File: src/design/dqne_pkg.sv
// ----------------------------------------------------------------------------
// DNS question name extractor package
// Shared constants, command and status types, and the walker state encoding.
// ----------------------------------------------------------------------------
`default_nettype none

package dqne_pkg;

    // Default sizes of the packet buffer and run limits.
    localparam int PACKET_BYTES_DEF = 512;
    localparam int CHASE_LIMIT_DEF  = 16;
    localparam int RESULT_LIMIT_DEF = 64;

    // Walk addresses hold a 14-bit pointer plus one and the largest skip past the buffer.
    localparam int ADDR_W = 16;

    localparam logic [ADDR_W-1:0] HEADER_BYTES       = 16'd12;
    localparam logic [ADDR_W-1:0] SKIP_AFTER_ZERO    = 16'd5;
    localparam logic [ADDR_W-1:0] SKIP_AFTER_POINTER = 16'd6;
    localparam logic [1:0]        POINTER_TAG        = 2'b11;

    // Command queue between the front and the walker; depth is a power of two.
    localparam int CMD_DEPTH = 2;
    localparam int CMD_PTR_W = $clog2(CMD_DEPTH);

    // Input mode codes.
    localparam logic [1:0] MODE_LOAD    = 2'd0;
    localparam logic [1:0] MODE_EXTRACT = 2'd1;
    localparam logic [1:0] MODE_CLEAR   = 2'd2;

    typedef enum logic [1:0] {
        ERR_NONE  = 2'd0,
        ERR_CHASE = 2'd1,
        ERR_RANGE = 2'd2,
        ERR_TRUNC = 2'd3
    } err_t;

    typedef enum logic [1:0] {
        OP_LOAD,
        OP_EXTRACT,
        OP_CLEAR
    } op_t;

    typedef struct packed {
        op_t         op;
        logic [7:0]  data;
        logic [15:0] count;
    } cmd_t;

    typedef struct packed {
        logic full;
        logic empty;
    } q_status_t;

    typedef enum logic [3:0] {
        ST_IDLE,
        ST_NAME_RD,
        ST_NAME_CHK,
        ST_PTR_HI,
        ST_PTR_LO,
        ST_PTR_TGT,
        ST_PTR_CHK,
        ST_COPY_RD,
        ST_COPY_CHK,
        ST_STOP,
        ST_FINISH
    } state_t;

endpackage

`default_nettype wire

File: src/design/dqne_cmd_fifo.sv
// ----------------------------------------------------------------------------
// DNS question name extractor command queue
// A short queue that decouples the front end from the walker.
// ----------------------------------------------------------------------------
`default_nettype none

module dqne_cmd_fifo
(
    input  wire logic                clk,
    input  wire logic                rst_n,
    input  wire logic                push,
    input  wire dqne_pkg::cmd_t      push_cmd,
    input  wire logic                pop,
    output dqne_pkg::cmd_t           pop_cmd,
    output dqne_pkg::q_status_t      q_status
);

    localparam int PW = dqne_pkg::CMD_PTR_W;
    localparam int FW = dqne_pkg::CMD_PTR_W + 1;

    dqne_pkg::cmd_t  entry_reg [dqne_pkg::CMD_DEPTH];
    logic [PW-1:0]   wr_ptr_reg;
    logic [PW-1:0]   wr_ptr_next;
    logic [PW-1:0]   rd_ptr_reg;
    logic [PW-1:0]   rd_ptr_next;
    logic [FW-1:0]   fill_reg;
    logic [FW-1:0]   fill_next;

    always_comb
    begin
        wr_ptr_next = wr_ptr_reg;
        rd_ptr_next = rd_ptr_reg;
        fill_next   = fill_reg;
        if (push)
        begin
            wr_ptr_next = wr_ptr_reg + 1'b1;
        end
        if (pop)
        begin
            rd_ptr_next = rd_ptr_reg + 1'b1;
        end
        if (push && !pop)
        begin
            fill_next = fill_reg + 1'b1;
        end
        else if (pop && !push)
        begin
            fill_next = fill_reg - 1'b1;
        end
    end

    always_ff @(posedge clk or negedge rst_n)
    begin
        if (!rst_n)
        begin
            wr_ptr_reg <= '0;
            rd_ptr_reg <= '0;
            fill_reg   <= '0;
        end
        else
        begin
            wr_ptr_reg <= wr_ptr_next;
            rd_ptr_reg <= rd_ptr_next;
            fill_reg   <= fill_next;
        end
    end

    always_ff @(posedge clk)
    begin
        if (push)
        begin
            entry_reg[wr_ptr_reg] <= push_cmd;
        end
    end

    assign pop_cmd        = entry_reg[rd_ptr_reg];
    assign q_status.full  = (fill_reg == FW'(dqne_pkg::CMD_DEPTH));
    assign q_status.empty = (fill_reg == '0);

endmodule

`default_nettype wire

File: config.mk
export PLATFORM = sky130hd
export DESIGN_NAME = dqne_cmd_fifo
export DESIGN_NICKNAME = d
export VERILOG_FILES = /design/src/design/dqne_pkg.sv /design/src/design/dqne_cmd_fifo.sv
export SDC_FILE = /design/constraint.sdc
export NUM_CORES = 1
export LEC_CHECK = 0
export ABC_AREA = 1
export BUFFER_PORTS_ARGS = -buffer_cell sky130_fd_sc_hd__buf_2
export CAP_MARGIN = 15
export CORE_MARGIN = 4
export CORE_UTILIZATION = 41
export CTS_CLUSTER_SIZE = 12
export DETAILED_ROUTE_END_ITERATION = 10
export GPL_TIMING_DRIVEN = 1
export MAX_ROUTING_LAYER = met4
export PLACE_DENSITY = 0.72
export SLEW_MARGIN = 20
export SYNTH_ARGS = -nofsm -noshare
export SYNTH_HDL_FRONTEND = slang
export SYNTH_SLANG_ARGS = --single-unit
File: constraint.sdc
create_clock -name clk -period 5.04 [get_ports clk]
set_clock_uncertainty 0.05 [all_clocks]
set_input_delay 0.504 -clock clk [delete_from_list [all_inputs] [get_ports clk]]
set_output_delay 0.504 -clock clk [all_outputs]
set_load 0.02 [all_outputs]
# Word level (Yosys, flattened, before mapping)
# Memories as Yosys holds them, arrays and structs flattened.
# Index checks and enable logic that the tools add are counted.
totals:
  input_bits: 30
  elab_cells: 19
  mem_count: 1
  register_bits: 4
  ram_bits: 52
op_classes:
  mux: 4
  n_reduce_logical: 6
  n_addsub: 4
  eq_ne: 1
memory_table:
  columns: ["name", "depth", "width", "rd", "rd_clocked_by_memory_dff", "write_ports", "line_no", "rtl"]
  rows:
  - ["entry_reg", 2, 26, 1, 0, 1, "dqne_cmd_fifo.sv:21", "dqne_pkg::cmd_t entry_reg [dqne_pkg::CMD_DEPTH];"]
ops:
  columns: ["op", "n"]
  rows:
  - ["$mux 2", 2]
  - ["$add 1x1->1 const B", 2]
  - ["$add 2x1->2 const B", 1]
  - ["$eq 2x2->1 const B", 1]
  - ["$logic_and 1x1->1", 2]
  - ["$logic_not 1->1", 2]
  - ["$logic_not 2->1", 1]
  - ["$mux 1", 2]
  - ["$reduce_bool 2->1", 1]
  - ["$sub 2x1->2 const B", 1]

# Logic depth before layout (Yosys ltp)
logic_depth:
  word_depth: 4
  depth_mapped: 7

# Least setup slack after synthesis
# No wires, ideal clock.
synth_path:
  path_kind: "input -> register"
  start: "input port push"
  end: "memory entry_reg[0][0] in the netlist's numbering, enable pin"
  setup_slack_ps: 2938
  arrival_time_ps: 1643
  stages: 2
  n_path_buf: 0
  cell_sequence: "inv_1 nor2_1"
synth_between:
  elab_chain_cells: 2
synth_rtl:
  columns: ["item", "line_no", "rtl"]
  rows:
  - ["from (decl)", "dqne_cmd_fifo.sv:11", "input wire logic push,"]
  - ["$mux 1", "dqne_cmd_fifo.sv:70", "if (push)"]
  - ["$mux 1 (implied by the code)", "dqne_cmd_fifo.sv:72", "entry_reg[wr_ptr_reg] <= push_cmd;"]
  - ["to (decl)", "dqne_cmd_fifo.sv:21", null]
# Every way passes these cells.

==> results_dict.tcl <==
set metrics [dict create \
    syn_nets 137 \
    final_util 0.514 \
    cap_violations 0 \
    die_y_um 81.0 \
    synth.distinct_cells 14 \
    cp-end-kind "output port" \
    critical_path.slowest_cell "dfrtp_1" \
    cts_tree "done" \
    grt_max_degree 27 \
    start_util 0.425 \
    period_needed_ns 2.46 \
    met2WireLength_um 1880 \
    finalCritPeriodShare 0.487 \
    clockBufferDepth 2 \
    wl_met1_um 1370 \
    final_nets 201 \
    cts_buffers 5 \
    post_drt_wl_per_cell_um 14.8 \
    dpl.cell_count 232 \
    fp-row-count 26 \
    insertion_delay_ns 0.29 \
    status "finished clean" \
    gp_congestion 0.629 \
    n_antenna_cell 0 \
    dr.first_iter.drc_count 37 \
    powerDensity_nw_per_um2 553 \
    cp.required_ns 4.49 \
    grt_pass1_wl_um 5530 \
    vias 1095 \
    critPathMaxFanout 19 \
    irDropWorstVdd_mv 0.225 \
    grt_overflow_total 0 \
    synthCells 106 \
    routed_wirelength_um 3560 \
    fmax_mhz 407 \
    first_pass_iters 3 \
    hp-class "in2reg" \
    p_total_mw 1.46 \
    hold-worst-slack_ns 0.339 \
    viasPerCell 4.54 \
    netlist_area_um2 2180 \
    dp_hpwl_um 2640 \
    fin_cells 241 \
    largest_reg_flops 52 \
    p_leak_nw 1.09 \
    htree_levels 2 \
    synth.avg_cell_area_um2 20.6 \
    clkSinkCount 56 \
    die-area_um2 6560 \
    die_x_um 81.0 \
    syn_to_final_growth_pct 20.9 \
    fillers 465 \
    rsz0062_at_grt "false" \
    route.detailed.drc 0 \
    clk_pin_slew_worst_paths_ns 0.09 \
    cp-start-kind "flip-flop" \
    antenna_found_initial 0 \
    path_class "reg2out" \
    relSlewSlack 0.375 \
    critPathMaxStageDelay_ns 0.65 \
    hold_viol_final 0 \
    cp_cell_sequence "buf_4 -> mux2_2 -> buf_2" \
    worstMarginPinSlew_ns 0.931 \
    grt_usage 0.119 \
    core_um2 5140 \
    wl_met3_um 278 \
    setup_viol 0 \
    ant_nets 0 \
    final_cell_mix "buf_2 (57), edfxtp_1 (52), mux2_4 (19)" \
    synth_warnings 0 \
    pin_count 58 \
    ctsResizeCount 0 \
    cts_root_buf "clkbuf_8" \
    portBuffers 57 \
    final_common_cell "buf_2" \
    highest_layer "met4" \
    finalSetupTns_ns 0 \
    maxSlewViolCount 0 \
    ys_seq_elements 56 \
    ys_seq_area_frac 0.761 \
    cp_data_arrival_time_ns 1.90 \
    drive_gt1_frac 0.544 \
    first_global_vias 1189 \
]
==> where the power goes <==
part | internal (mW) | total, mW | switching [mW] | leakage (nW)
clock network | 0.148 | 0.279 | 0.131 | 0.0552
logic | 0.228 | 0.511 | 0.282 | 0.495
registers | 0.621 | 0.672 | 0.0507 | 0.535
==> path summary, 6_finish.rpt <==
| check | start | slack [ns] | endpoint | cells after the start |
|---|---|---|---|---|
| min in group asynchronous | rst_n | 0.48 | fill_reg[0] | 2 |
| max in group asynchronous | rst_n | 4.34 | wr_ptr_reg | 2 |
| setup / recovery | rd_ptr_reg | 2.58 | pop_cmd[16] | 3 |
| setup reg to reg | wr_ptr_reg | 3.23 | entry_reg[1][11] | 2 |
| hold reg to reg | wr_ptr_reg | 0.47 | wr_ptr_reg | 1 |
| hold / removal | push_cmd[15] | 0.34 | entry_reg[1][15] | 1 |
==> cells by family (layout without fill, tap and decap cells) <==
logic type,after synthesis,count (layout),synth area share
and+or+nand+nor,10,10,0.0189
buffers and inverters,10,75,0.0355
adders and majority gates,1,1,0.00573
xor gates and xnor gates,3,3,0.0120
DFF,56,56,0.761
muxes,26,26,0.167
==> per-stage QoR <==
stage | area [um2] | worst slack, ns
global route | 2640 | 2.46
finish | 2640 | 2.58
floorplan | 2180 | 2.94
CTS | 2640 | 2.52
detailed placement | 2520 | 2.87
global placement | 2520 | 2.96
==> worst max-delay path: cells and delay by family (launching register included) <==
| family | cells | cell delay, ns |
|---|---|---|
| flops | 1 | 0.65 |
| mux | 1 | 0.38 |
| buf+inv | 2 | 0.57 |
==> synth_stat cells, drive strengths merged <==
cell / count / area (um2)
buf: 3 / 51.3
dfrtp: 4 / 100
edfxtp: 52 / 1560
ha: 1 / 12.5
inv: 7 / 26.3
mux2: 26 / 364
nand2: 5 / 18.8
nand3: 1 / 5.00
nand4: 1 / 6.26
nor2: 3 / 11.3
xnor2: 1 / 8.76
xor2: 2 / 17.5
==> repair_timing <==
action	in CTS	in global routing
hold buffers	1	0
setup buffers	0	0
endpoints found under the hold margin	4	0
==> metal layers <==
layer  GRT usage  vias to the layer above
met1       0.125                      530
met3      0.0432                        5
met2       0.210                       42
met5           -                        -
met4      0.0355                        0
li1            -                      518
==> layout make-up <==
class | instances | area (um2) | area share
tap | 70 | 87.6 | 0.0332
timing repair buffer | 60 | 310 | 0.118
clock buffer | 6 | 72.6 | 0.0275
inverter | 7 | 26.3 | 0.00995
multi-input combinational | 40 | 447 | 0.169
clock inverter | 2 | 35.0 | 0.0133
sequential | 56 | 1660 | 0.629
No activity file was read; power rests on OpenSTA's default activity.
